[src/rtl/three_wheel_omni_drive_mixer_defines.svh]
`ifndef THREE_WHEEL_OMNI_DRIVE_MIXER_DEFINES_SVH
`define THREE_WHEEL_OMNI_DRIVE_MIXER_DEFINES_SVH

// same-cycle implication, clocked on clk, off during rst
`define OMNI_ASSERT_NOW(lbl, ante, cons, msg) \
  lbl: assert property (@(posedge clk) disable iff (rst) (ante) |-> (cons)) else $error(msg);

// next-cycle implication
`define OMNI_ASSERT_NEXT(lbl, ante, cons, msg) \
  lbl: assert property (@(posedge clk) disable iff (rst) (ante) |=> (cons)) else $error(msg);

`endif

[src/rtl/omni_pkg.sv]
`default_nettype none

package omni_pkg;

  localparam int COS_BITS_DEF = 15;

  localparam int N_WHEELS = 3;
  localparam int COS_ROM_LEN = 91;

  localparam logic [63:0] PI_Q30 = 64'd3373259426;
  localparam longint ONE_Q30 = longint'(64'd1 << 30);

  localparam logic [63:0] TAYLOR_DIV [12] = '{
    64'd2, 64'd12, 64'd30, 64'd56, 64'd90, 64'd132,
    64'd182, 64'd240, 64'd306, 64'd380, 64'd462, 64'd552
  };

  localparam logic [8:0] DEG_90  = 9'd90;
  localparam logic [8:0] DEG_180 = 9'd180;
  localparam logic [8:0] DEG_270 = 9'd270;
  localparam logic [8:0] DEG_360 = 9'd360;

  localparam logic [8:0] WHEEL_DEG [N_WHEELS] = '{9'd150, 9'd30, 9'd270};

  localparam logic [7:0] DUTY_MAX = 8'd255;

  typedef enum logic [1:0] {
    ACT_MOVE   = 2'd0,
    ACT_ROTATE = 2'd1,
    ACT_FULL   = 2'd2,
    ACT_STOP   = 2'd3
  } action_t;

  typedef enum logic [1:0] {
    DIR_STOP = 2'd0,
    DIR_FWD  = 2'd1,
    DIR_BACK = 2'd2
  } dir_t;

  // quarter-wave cosine, 0..90 deg, unsigned Q1.cos_bits; elaboration only
  function automatic logic [63:0] quarter_cos(input int unsigned d,
                                              input int unsigned cos_bits);
    logic [63:0] x;
    logic [63:0] x2;
    logic [63:0] term;
    longint sum;
    int unsigned shift;
    x = (64'(d) * PI_Q30 + 64'd90) / 64'd180;
    x2 = (x * x + (64'd1 << 29)) >> 30;
    term = 64'd1 << 30;
    sum = ONE_Q30;
    for (int k = 1; k <= 12; k++) begin
      term = ((term * x2 + (64'd1 << 29)) >> 30) / TAYLOR_DIV[k-1];
      if ((k & 1) != 0) begin
        sum = sum - longint'(term);
      end else begin
        sum = sum + longint'(term);
      end
    end
    if (sum < 0) begin
      sum = 0;
    end
    if (sum > ONE_Q30) begin
      sum = ONE_Q30;
    end
    shift = 30 - cos_bits;
    return (64'(sum) + (64'd1 << (shift - 1))) >> shift;
  endfunction

endpackage

`default_nettype wire

[src/rtl/three_wheel_omni_drive_mixer.sv]
// channel  dir  tdata (low bit up)                                        tuser
// s_*      in   heading_deg[8:0] speed[17:9] turn_right[18]
//               motor_select[20:19], zero pad to 24                      action[1:0]
// m_*      out  duty_a[7:0] duty_b[15:8] duty_c[23:16] dir_a[25:24]
//               dir_b[27:26] dir_c[29:28], zero pad to 32                 -
//
// One word per cycle sustained while m_tready is high; the path runs through the input
// register, then the held duty/direction registers, which are the result register.
// Cosine lookup, three COS_BITS+1 by 9 multiplies and saturation sit in one stage.
// rst (sync, high) clears all duties to 0 and all directions to stop.
// A stalled m side holds the result; s_tready drops only when both stages are full.
`default_nettype none
`include "three_wheel_omni_drive_mixer_defines.svh"

module three_wheel_omni_drive_mixer
  import omni_pkg::*;
#(
  parameter int COS_BITS = COS_BITS_DEF
) (
  input  wire logic        clk,
  input  wire logic        rst,
  input  wire logic        s_tvalid,
  output logic             s_tready,
  input  wire logic [23:0] s_tdata,  // heading_deg, speed, turn_right, motor_select
  input  wire logic [1:0]  s_tuser,  // action
  output logic             m_tvalid,
  input  wire logic        m_tready,
  output logic [31:0]      m_tdata   // duty_a, duty_b, duty_c, dir_a, dir_b, dir_c
);

  localparam int CW = COS_BITS + 1;
  localparam int PW = CW + 9;

  logic [CW-1:0] cos_rom [COS_ROM_LEN];

  for (genvar g = 0; g < COS_ROM_LEN; g++) begin : g_cos
    localparam logic [63:0] QC = quarter_cos(g, COS_BITS);
    assign cos_rom[g] = QC[CW-1:0];
  end

  logic              s1_valid;
  action_t           s1_action;
  logic [8:0]        s1_heading;
  logic signed [8:0] s1_speed;
  logic              s1_turn_right;
  logic [1:0]        s1_sel;

  logic [7:0] duty [N_WHEELS];
  dir_t       dir  [N_WHEELS];
  logic [7:0] duty_next [N_WHEELS];
  dir_t       dir_next  [N_WHEELS];

  logic take;
  logic adv;

  assign adv      = s1_valid && (!m_tvalid || m_tready);
  assign s_tready = !s1_valid || adv;
  assign take     = s_tvalid && s_tready;

  always_ff @(posedge clk) begin
    if (rst) begin
      s1_valid <= 1'b0;
    end else if (take) begin
      s1_valid <= 1'b1;
    end else if (adv) begin
      s1_valid <= 1'b0;
    end
  end

  always_ff @(posedge clk) begin
    if (take) begin
      s1_action     <= action_t'(s_tuser);
      s1_heading    <= s_tdata[8:0];
      s1_speed      <= s_tdata[17:9];
      s1_turn_right <= s_tdata[18];
      s1_sel        <= s_tdata[20:19];
    end
  end

  always_comb begin
    logic [8:0]    head;
    logic [9:0]    diff;
    logic [8:0]    ang;
    logic [6:0]    idx;
    logic          neg;
    logic [CW-1:0] cval;
    logic [8:0]    mag;
    logic [PW-1:0] prod;
    logic [9:0]    draw;
    logic [7:0]    rot;
    head = (s1_heading >= DEG_360) ? s1_heading - DEG_360 : s1_heading;
    mag  = s1_speed[8] ? 9'(-s1_speed) : 9'(s1_speed);
    rot  = s1_speed[8] ? 8'd0 : s1_speed[7:0];
    for (int i = 0; i < N_WHEELS; i++) begin
      diff = {1'b0, WHEEL_DEG[i]} - {1'b0, head};
      ang  = diff[9] ? 9'(diff + {1'b0, DEG_360}) : diff[8:0];
      if (ang <= DEG_90) begin
        idx = ang[6:0];
        neg = 1'b0;
      end else if (ang <= DEG_180) begin
        idx = 7'(DEG_180 - ang);
        neg = 1'b1;
      end else if (ang <= DEG_270) begin
        idx = 7'(ang - DEG_180);
        neg = 1'b1;
      end else begin
        idx = 7'(DEG_360 - ang);
        neg = 1'b0;
      end
      cval = cos_rom[idx];
      prod = PW'(cval) * PW'(mag);
      draw = prod[PW-1:COS_BITS];
      duty_next[i] = duty[i];
      dir_next[i]  = dir[i];
      case (s1_action)
        ACT_MOVE: begin
          duty_next[i] = (draw > 10'(DUTY_MAX)) ? DUTY_MAX : draw[7:0];
          dir_next[i]  = (neg && cval != '0) ? DIR_BACK : DIR_FWD;
        end
        ACT_ROTATE: begin
          duty_next[i] = rot;
          dir_next[i]  = s1_turn_right ? DIR_BACK : DIR_FWD;
        end
        ACT_FULL: begin
          if (s1_sel == 2'(i + 1)) begin
            duty_next[i] = DUTY_MAX;
            dir_next[i]  = DIR_FWD;
          end
        end
        ACT_STOP: begin
          dir_next[i] = DIR_STOP;
        end
        default: begin
          dir_next[i] = dir[i];
        end
      endcase
    end
  end

  always_ff @(posedge clk) begin
    if (rst) begin
      for (int i = 0; i < N_WHEELS; i++) begin
        duty[i] <= '0;
        dir[i]  <= DIR_STOP;
      end
    end else if (adv) begin
      for (int i = 0; i < N_WHEELS; i++) begin
        duty[i] <= duty_next[i];
        dir[i]  <= dir_next[i];
      end
    end
  end

  always_ff @(posedge clk) begin
    if (rst) begin
      m_tvalid <= 1'b0;
    end else if (adv) begin
      m_tvalid <= 1'b1;
    end else if (m_tready) begin
      m_tvalid <= 1'b0;
    end
  end

  assign m_tdata = {2'b00, dir[2], dir[1], dir[0], duty[2], duty[1], duty[0]};

  `OMNI_ASSERT_NEXT(a_stop_dirs, adv && s1_action == ACT_STOP, dir[0] == DIR_STOP && dir[1] == DIR_STOP && dir[2] == DIR_STOP, "stop left a motor running")
  `OMNI_ASSERT_NEXT(a_stop_duty, adv && s1_action == ACT_STOP, duty[0] == $past(duty[0]) && duty[1] == $past(duty[1]) && duty[2] == $past(duty[2]), "stop changed a duty")
  `OMNI_ASSERT_NEXT(a_rot_right, adv && s1_action == ACT_ROTATE && s1_turn_right, dir[0] == DIR_BACK && dir[1] == DIR_BACK && dir[2] == DIR_BACK, "right rotate not all backward")
  `OMNI_ASSERT_NEXT(a_hold_idle, !adv, $stable(duty[0]) && $stable(duty[1]) && $stable(duty[2]) && $stable(m_tdata), "held state moved without a word")
  `OMNI_ASSERT_NOW(a_adv_frees, adv, s_tready, "input blocked while stage drains")

endmodule

`default_nettype wire
[config.mk]
export PLATFORM = sky130hd
export DESIGN_NAME = three_wheel_omni_drive_mixer
export DESIGN_NICKNAME = d
export VERILOG_FILES = /design/src/rtl/omni_pkg.sv /design/src/rtl/three_wheel_omni_drive_mixer.sv
export VERILOG_INCLUDE_DIRS = /design/src /design/src/rtl
export SDC_FILE = /design/constraint.sdc
export NUM_CORES = 1
export LEC_CHECK = 0
export ABC_AREA = 1
export BUFFER_PORTS_ARGS = -buffer_cell sky130_fd_sc_hd__buf_2
export CORE_UTILIZATION = 55
export CTS_BUF_LIST = sky130_fd_sc_hd__clkbuf_8 sky130_fd_sc_hd__clkbuf_16
export DETAILED_ROUTE_END_ITERATION = 8
export PLACE_DENSITY = 0.72
export SYNTH_ARGS = -nofsm -noshare
export SYNTH_HDL_FRONTEND = slang
export SYNTH_SLANG_ARGS = --single-unit
[constraint.sdc]
create_clock -name clk -period 12.4 [get_ports clk]
set_input_delay 2.48 -clock clk [delete_from_list [all_inputs] [get_ports clk]]
set_output_delay 2.48 -clock clk [all_outputs]
set_load 0.05 [all_outputs]
### Word-level counts from Yosys, hierarchy flattened

Memories as Yosys holds them, arrays and structs flattened.
Cells that the tools add are included.

* shifts and indexed selects: 0
* $lt $le $gt $ge: 16
* div/mod/pow operators: 0
* mux-type cells: 64
* eq/ne operators: 6
* reduce and logical (&&, ||, !) cells: 15
* multiply operators: 3
* bitwise logic cells: 9
* $add $sub $neg: 17

Operators with widths (count)
* 16-bit 2-to-1 mux: 6
* 8-bit 2-to-1 mux: 10
* 16-bit by 9-bit multiplier with 25-bit output: 3
* 8-bit case mux with 3 select lines: 3
* 7-bit 2-to-1 mux: 9
* 16-bit nonzero test: 3
* 9-bit 2-to-1 mux: 5
* 10-bit by 8-bit > comparator with 1-bit output (second input constant): 3
* 9-bit adder (second input constant): 3
* 9-bit by 7-bit <= comparator with 1-bit output (second input constant): 3
* 9-bit by 8-bit <= comparator with 1-bit output (second input constant): 3
* 9-bit <= comparator (second input constant): 3
* 8-bit greater-or-equal comparator (second input constant): 3
* 7-bit inverter with 8-bit output: 3
* 2-bit case mux with 4 select lines: 3
* 6-bit by 7-bit subtractor with 7-bit output (first input constant): 3
* 7-bit by 6-bit subtractor with 7-bit output (second input constant): 3
* 7-bit subtractor (first input constant): 3
* 2-bit 2-to-1 mux: 10
* 1-bit 2-to-1 mux: 18
* 5-bit by 9-bit subtractor with 10-bit output (first input constant): 1
* 8-bit by 9-bit subtractor with 10-bit output (first input constant): 1
* 9-bit by 9-bit subtractor with 10-bit output (first input constant): 1
* 9-bit greater-or-equal comparator (second input constant): 1
* 10 further kinds: 26

* bits in registers: 25
* output and inout bits: 34
* bits in read-only memories: 6144
* logic and storage cells: 142
* bits in latches: 0
* memories kept: 5
* bits of input ports: 30
* bits in writable memories: 30

Memory list
* (no name shown): depth 128, bits a word 16, read ports 1, clocked after memory_dff 0, write ports 0, RTL line three_wheel_omni_drive_mixer.sv:110 `cval = cos_rom[idx];`
* (no name shown): depth 128, bits a word 16, read ports 1, clocked after memory_dff 0, write ports 0, RTL line three_wheel_omni_drive_mixer.sv:110
* (no name shown): depth 128, bits a word 16, read ports 1, clocked after memory_dff 0, write ports 0, RTL line three_wheel_omni_drive_mixer.sv:110
* duty: depth 3, bits a word 8, read ports 3, clocked after memory_dff 0, write ports 3, RTL line three_wheel_omni_drive_mixer.sv:48 `logic [7:0] duty [N_WHEELS];`
* dir: depth 3, bits a word 2, read ports 3, clocked after memory_dff 0, write ports 3, RTL line three_wheel_omni_drive_mixer.sv:49 `dir_t dir [N_WHEELS];`

### Longest topological paths before layout

Gate-level depths: netlist (run 1).

* depth after elaboration: 18
* mapped depth: 64
* depth with buffers taken out: 63

### Least setup slack after synthesis (run 1)

OpenSTA, ideal clock, no wires.

* kind: reg-to-reg
* from: reg s1_heading[0]
* to: mem duty[1][5], in the netlist duty[0][13] (data pin)
* clock period less this slack: 9.818 ns
* stages on the path, launching flop included: 55
* slack: 2.582 ns
* data required time: 12.130 ns
* setup time: 0.270 ns
* data arrival time: 9.548 ns
* path buffers: 1
* cell sequence: edfxtp_1 -> inv_1 -> clkbuf_1 -> ha_1 -> nand2_1 -> nor2_1 -> nand2_1 -> nand2_4 -> nand2_4 -> o21ai_4 -> inv_4 -> nand4_4 -> inv_2 -> nand2_1 -> nand2_1 -> ha_1 -> inv_1 -> o21ai_0 -> [19 not listed] -> inv_1 -> fa_1 -> inv_1 -> fa_1 -> inv_1 -> ha_1 -> nand2_1 -> nor2_1 -> nor2_1 -> nor4_1 -> a2111oi_0 -> nand3_1 -> nand2_1 -> inv_2 -> nor2_4 -> nand2_1 -> nand2_1 -> a21oi_1

RTL lines
* start, declared: RTL line three_wheel_omni_drive_mixer.sv:43 `logic [8:0] s1_heading;`
* start signal, assigned: RTL line three_wheel_omni_drive_mixer.sv:73 `s1_heading <= s_tdata[8:0];`
* end, declared: RTL line three_wheel_omni_drive_mixer.sv:48

==> results of run 1 <==
registers in the layout, indices dropped and copies added, names as in the netlist:
register,count
s1_turn_right,1
m_tvalid,1
s1_sel,2
duty,24
s1_heading,9
s1_valid,1
s1_action,2
s1_speed,9
dir,6
synthesized netlist by cell type, drive strengths merged, types with 42 or more instances:
cell,n,area (um^2)
fa,294,5890
nand2,1014,4080
o21ai,179,930
inv,611,2300
ha,204,2550
buf,52,395
edfxtp,53,1590
a21oi,166,861
nor2,384,1560
xor2,42,405
clkbuf,55,206
nand3,233,1270
per-layer routing:
layer / vias to the layer above / share of wire (%) / global-route usage (%)
met2: 1149 / 47 / 58.2
met1: 11500 / 41 / 45.1
met3: 240 / 7.2 / 3.19
li1: 11100 / - / -
met5: - / 0 / 0
met4: 0 / 5.3 / 18.1
worst min path at each step:
stage                        start        to  slack (ps)  depth (start not counted)
after floorplan           s1_valid  m_tvalid         490                          2
after global placement    m_tvalid  m_tvalid         510                          2
after detailed placement  m_tvalid  m_tvalid         520                          2
after CTS                 m_tvalid  m_tvalid         540                          2
after global routing      m_tvalid  m_tvalid         590                          2
final                     m_tvalid  m_tvalid         560                          2
cell families (layout without fill, tap and decap cells):
kind of cell | after synthesis | in the layout
flip-flops | 55 | 55
adder cells (fa/ha/maj) | 498 | 498
XOR/XNOR | 58 | 58
AO/OA/AOI/OAI | 472 | 472
other | 1 | 2
AND/OR/NAND/NOR | 1725 | 1725
buffers and inverters | 728 | 710
critical path: cells and delay by family (launching register included):
family / cells / cell delay [ps]
adders and majority gates: 8 / 3280
AOI/OAI and AO/OA: 12 / 2940
and+or+nand+nor: 22 / 2700
buffers and inverters: 8 / 1130
DFF: 1 / 430
xor gates and xnor gates: 1 / 200
metrics by stage:
stage          instance area (um^2)  hold slack (ps)  utilization [%]  setup WS (ps)
3_5_place_dp                  24500              525             57.8           1610
6_report                      24600              563             58.1           1390
3_3_place_gp                  24500              507             57.8           1760
2_1_floorplan                 23800              492                -           2580
5_1_grt                       24600              585             58.1            598
4_1_cts                       24600              543             58.1           1570
layout make-up:
type                    count  area share, %
well taps                 577           2.94
inverters                 619           9.50
repair buffers             83           1.94
multi-input cells        2755           78.4
clock inverters             3         0.0814
flip-flops and latches     55           6.63
clock buffers               5          0.509
==> run_results.csv, run 1 <==
group,metric,value,unit
run_status,status,"finished, final reports clean",
clocking,ctsLongestPathBuffers,2,
finish,mostFrequentLayoutCells,"nand2_1 (941), inv_1 (568), nor2_1 (358), fa_1 (294), nand3_1 (216)",
synth,synth-simple-area-share,31.4,%
synth,yosys.area_share.adder,35.4,%
critical_path,crit_required,12420,ps
place,gp_congestion,0.998,
die,coreArea,0.0423,mm^2
global_routing,grt_pass1_wl,124000,um
global_routing,antenna_found_initial,0,
synth,synth_edf_count,53,
global_routing,grt_use_total,34.9,%
critical_path,crit_fanout,16,
clocking,htreeDepth,2,
hold_path,min_path_type,"flip-flop to flip-flop",
clocking,insertion_delay,330,ps
clocking,clk_pin_slew_worst_paths,110,ps
route,drt-total-wl,75400,um
sta,fin_skew,27.6,ps
flow_run,max-cap-violations,0,
sta,finalCritPeriodShare,88.8,%
synth,async_flop_share,0,%
clocking,cts_tree,"built",
sta,fin_tns_setup,0,ps
synth,ys_warn_count,0,
critical_path,max_stage_delay,620,ps
clocking,ctsHoldBuffers,0,
critical_path,critical_path.endpoint_type,"flip-flop",
die,num_io_pins,64,
synth,synth_compound_area_share,11.7,%
clocking,cts.repair.resized,0,
critical_path,r2r-start,"s1_heading[0]",
critical_path,arrival,11030,ps
synth,synth.avg_cell_area,6.74,um^2
sta,worst_pin_slew,1310,ps
global_routing,grt_pass1_vias,24300,
finish,layout-drive-gt1-share,8.10,%
synth,synth_top_family_by_area,"adder cells",
finish,antenna_cells,0,
route,wire_per_inst,18.4,um
finish,fill_cells,4130,
die,start_util,56.3,%
sta,slew_headroom,11.8,%
die,dieHeight,210,um
synth,ys_seq_area_share,6.84,%
clocking,numCtsBuffers,5,
synth,synth_xor_area_share,2.29,%
finish,multiInputGateArea,0.0193,mm^2
critical_path,ff2ff_path_depth,51,
synth,muxShareOfSynthArea,0,%
finish,layout.cells.non_filler,4097,
route,vias,23900,
synth,synth_cell_types,71,
global_routing,grt_overflow,0,
sta,period_needed,11010,ps
global_routing,grt_max_degree,43,
critical_path,startpoint_type,"flip-flop",
route,dr.pass1.iters,8,
critical_path,crit_slowest_cell,"o21ai_2",
critical_path,crit_type,"flip-flop to flip-flop",
sta,setup_viol,0,
sta,rsz0062_at_grt,"no",
die,fp.dieW,210,um
critical_path,r2r_slack,1390,ps
synth,syn-instance-count,3537,
die,rows,75,
finish,area_growth,3.18,%
sta,slew_viol_final,0,
critical_path,timing.rr.end,"duty[0][23]",
place,place_hpwl,59400,um
route,via_per_inst,5.84,
place,io_buffers,58,
place,dp.cells,4089,
route,drc,0,
critical_path,cp-startpoint,"s1_heading[0]",
synth,synth.ff_latch_count,55,
critical_path,cp_common_cell,"nand2_1",
clocking,cts_sinks,55,
finish,nets,4047,
finish,layout_commonest_cell,"nand2_1",
finish,regArea,0.00163,mm^2
sta,fmax,90.8,MHz
critical_path,endpoint,"duty[0][23]",
clocking,cts_root_buffer,"clkbuf_16",
die,die_area,0.0442,mm^2
clocking,cts_setup_buffers,0,
route,drtIter0Drc,2498,
synth,syn_area,0.0238,mm^2
route,ant_nets,0,
sta,finalHoldViolations,0,
synth,synthFlopType,"edfxtp_1",
Power of run 1 is not shown: default switching activity piles up to over one toggle a cycle in this logic, so the estimate is an artifact.
==> run 2, diff against run 1 <==
- PLACE_DENSITY: 0.72 -> unset
- PLACE_DENSITY_LB_ADDON: unset -> 0.2
==> run 2 against run 1 <==
Against the previous run:
- routed wire length fell by 0.27%
- non-clock buffer count did not move
- first-iteration DRC count down 3.6%
==> run_results.csv, run 2 (same netlist as run 1, synthesis figures left out) <==
group,metric,value,unit
critical_path,crit_type,"flip-flop to flip-flop",
die,start_util,56.3,%
critical_path,cp-startpoint,"s1_heading[0]",
finish,layout.cells.non_filler,4096,
sta,worst_pin_slew,1310,ps
sta,fin_worst_hold_slack,508,ps
finish,nets,4047,
global_routing,antenna_found_initial,0,
place,io_buffers,58,
global_routing,grt_pass1_vias,24200,
finish,layout_commonest_cell,"nand2_1",
clocking,cts.repair.resized,0,
critical_path,startpoint_type,"flip-flop",
die,coreArea,0.0423,mm^2
critical_path,cp_top_family,"adder cells",
sta,slew_headroom,11.9,%
route,dr.pass1.iters,6,
sta,finalCritPeriodShare,88.4,%
global_routing,grt_overflow,0,
global_routing,grt_pass1_wl,124000,um
critical_path,cp_common_cell,"nand2_1",
critical_path,timing.rr.end,"duty[0][23]",
finish,area_growth,3.25,%
run_status,status,"finished, final reports clean",
clocking,cts_root_buffer,"clkbuf_16",
die,dieHeight,210,um
sta,finalHoldViolations,0,
critical_path,crit_slowest_cell,"o21ai_2",
clocking,numCtsBuffers,5,
hold_path,min_path_type,"flip-flop to flip-flop",
clocking,ctsLongestPathBuffers,2,
finish,largest_reg_flops,24,
flow_run,max-cap-violations,0,
sta,slew_viol_final,0,
finish,mostFrequentLayoutCells,"nand2_1 (941), inv_1 (568), nor2_1 (358), fa_1 (294), nand3_1 (216)",
route,drtIter0Drc,2407,
sta,fin_tns_setup,0,ps
critical_path,r2r-start,"s1_heading[0]",
die,rows,75,
die,die_area,0.0442,mm^2
clocking,clk_pin_slew_worst_paths,90,ps
global_routing,grt_use_total,34.9,%
sta,rsz0062_at_grt,"no",
sta,setup_viol,0,
critical_path,r2r_slack,1440,ps
route,wire_per_inst,18.4,um
critical_path,critical_path.endpoint_type,"flip-flop",
critical_path,path_buf_inv,8,
clocking,insertion_delay,320,ps
route,drt-total-wl,75200,um
critical_path,ff2ff_path_depth,51,
die,fp.dieW,210,um
clocking,cts_sinks,55,
critical_path,arrival,10980,ps
finish,antenna_cells,0,
global_routing,grt_max_degree,43,
route,ant_nets,0,
hold_path,worstHoldPathCells,2,
clocking,cts_setup_buffers,0,
sta,fin_skew,15.4,ps
finish,layout-drive-gt1-share,8.10,%
place,gp_congestion,1.00,
finish,regMostFlops,"duty",
critical_path,worstSetupPathDepth,51,
finish,reg_top3,"duty (24), s1_heading (9), s1_speed (9)",
route,vias,23900,
die,num_io_pins,64,
clocking,ctsHoldBuffers,0,
place,dp.cells,4089,
route,drc,0,
clocking,htreeDepth,2,
critical_path,endpoint,"duty[0][23]",
critical_path,crit_required,12420,ps
clocking,cts_tree,"built",
finish,utilization,58.2,%
critical_path,max_stage_delay,650,ps
sta,period_needed,10960,ps
sta,fmax,91.3,MHz
place,place_hpwl,59000,um
critical_path,crit_fanout,16,
route,via_per_inst,5.82,
[run 2: cell count changes in the layout (fill, tap and decap cells not counted)]
cell       delta
bufinv_16     +1
clkinv_4      -1
clkinv_1      -1
[run 2: cell type report]
cell class / instances / area, um^2
Clock buffer: 5 / 125
Clock inverter: 2 / 37.5
Fill cell: 4209 / 17700
Inverter: 619 / 2340
Multi-Input combinational cell: 2755 / 19300
Sequential cell: 55 / 1630
Tap cell: 577 / 722
Timing Repair Buffer: 83 / 478
[run 2: routing by layer]
metal	routed length, um	global-route usage, %	vias to the layer above
met5	0	0	-
met4	3580	16.0	0
met3	5150	3.32	226
met2	35400	59.1	1062
met1	31000	45.2	11500
li1	-	-	11100
[run 2: worst min path at each step]
stage               startpoint       end  slack, ps
detailed placement    m_tvalid  m_tvalid        500
global placement      m_tvalid  m_tvalid        480
floorplan             s1_valid  m_tvalid        490
global route          m_tvalid  m_tvalid        530
CTS                   m_tvalid  m_tvalid        510
finish                m_tvalid  m_tvalid        510
[run 2: tightest hold or removal path: cells and delay by family (launching register included)]
kind            cells  cell delay, ps
simple gates        1              80
compound gates      1              60
flops               1             330
[run 2: stage by stage]
| stage | setup slack [ps] | cell area (um^2) |
|---|---|---|
| 2_1_floorplan | 2580 | 23800 |
| 3_3_place_gp | 1840 | 24500 |
| 3_5_place_dp | 1700 | 24500 |
| 4_1_cts | 1620 | 24600 |
| 5_1_grt | 669 | 24600 |
| 6_report | 1440 | 24600 |
Power of run 2 is left out for the same reason.
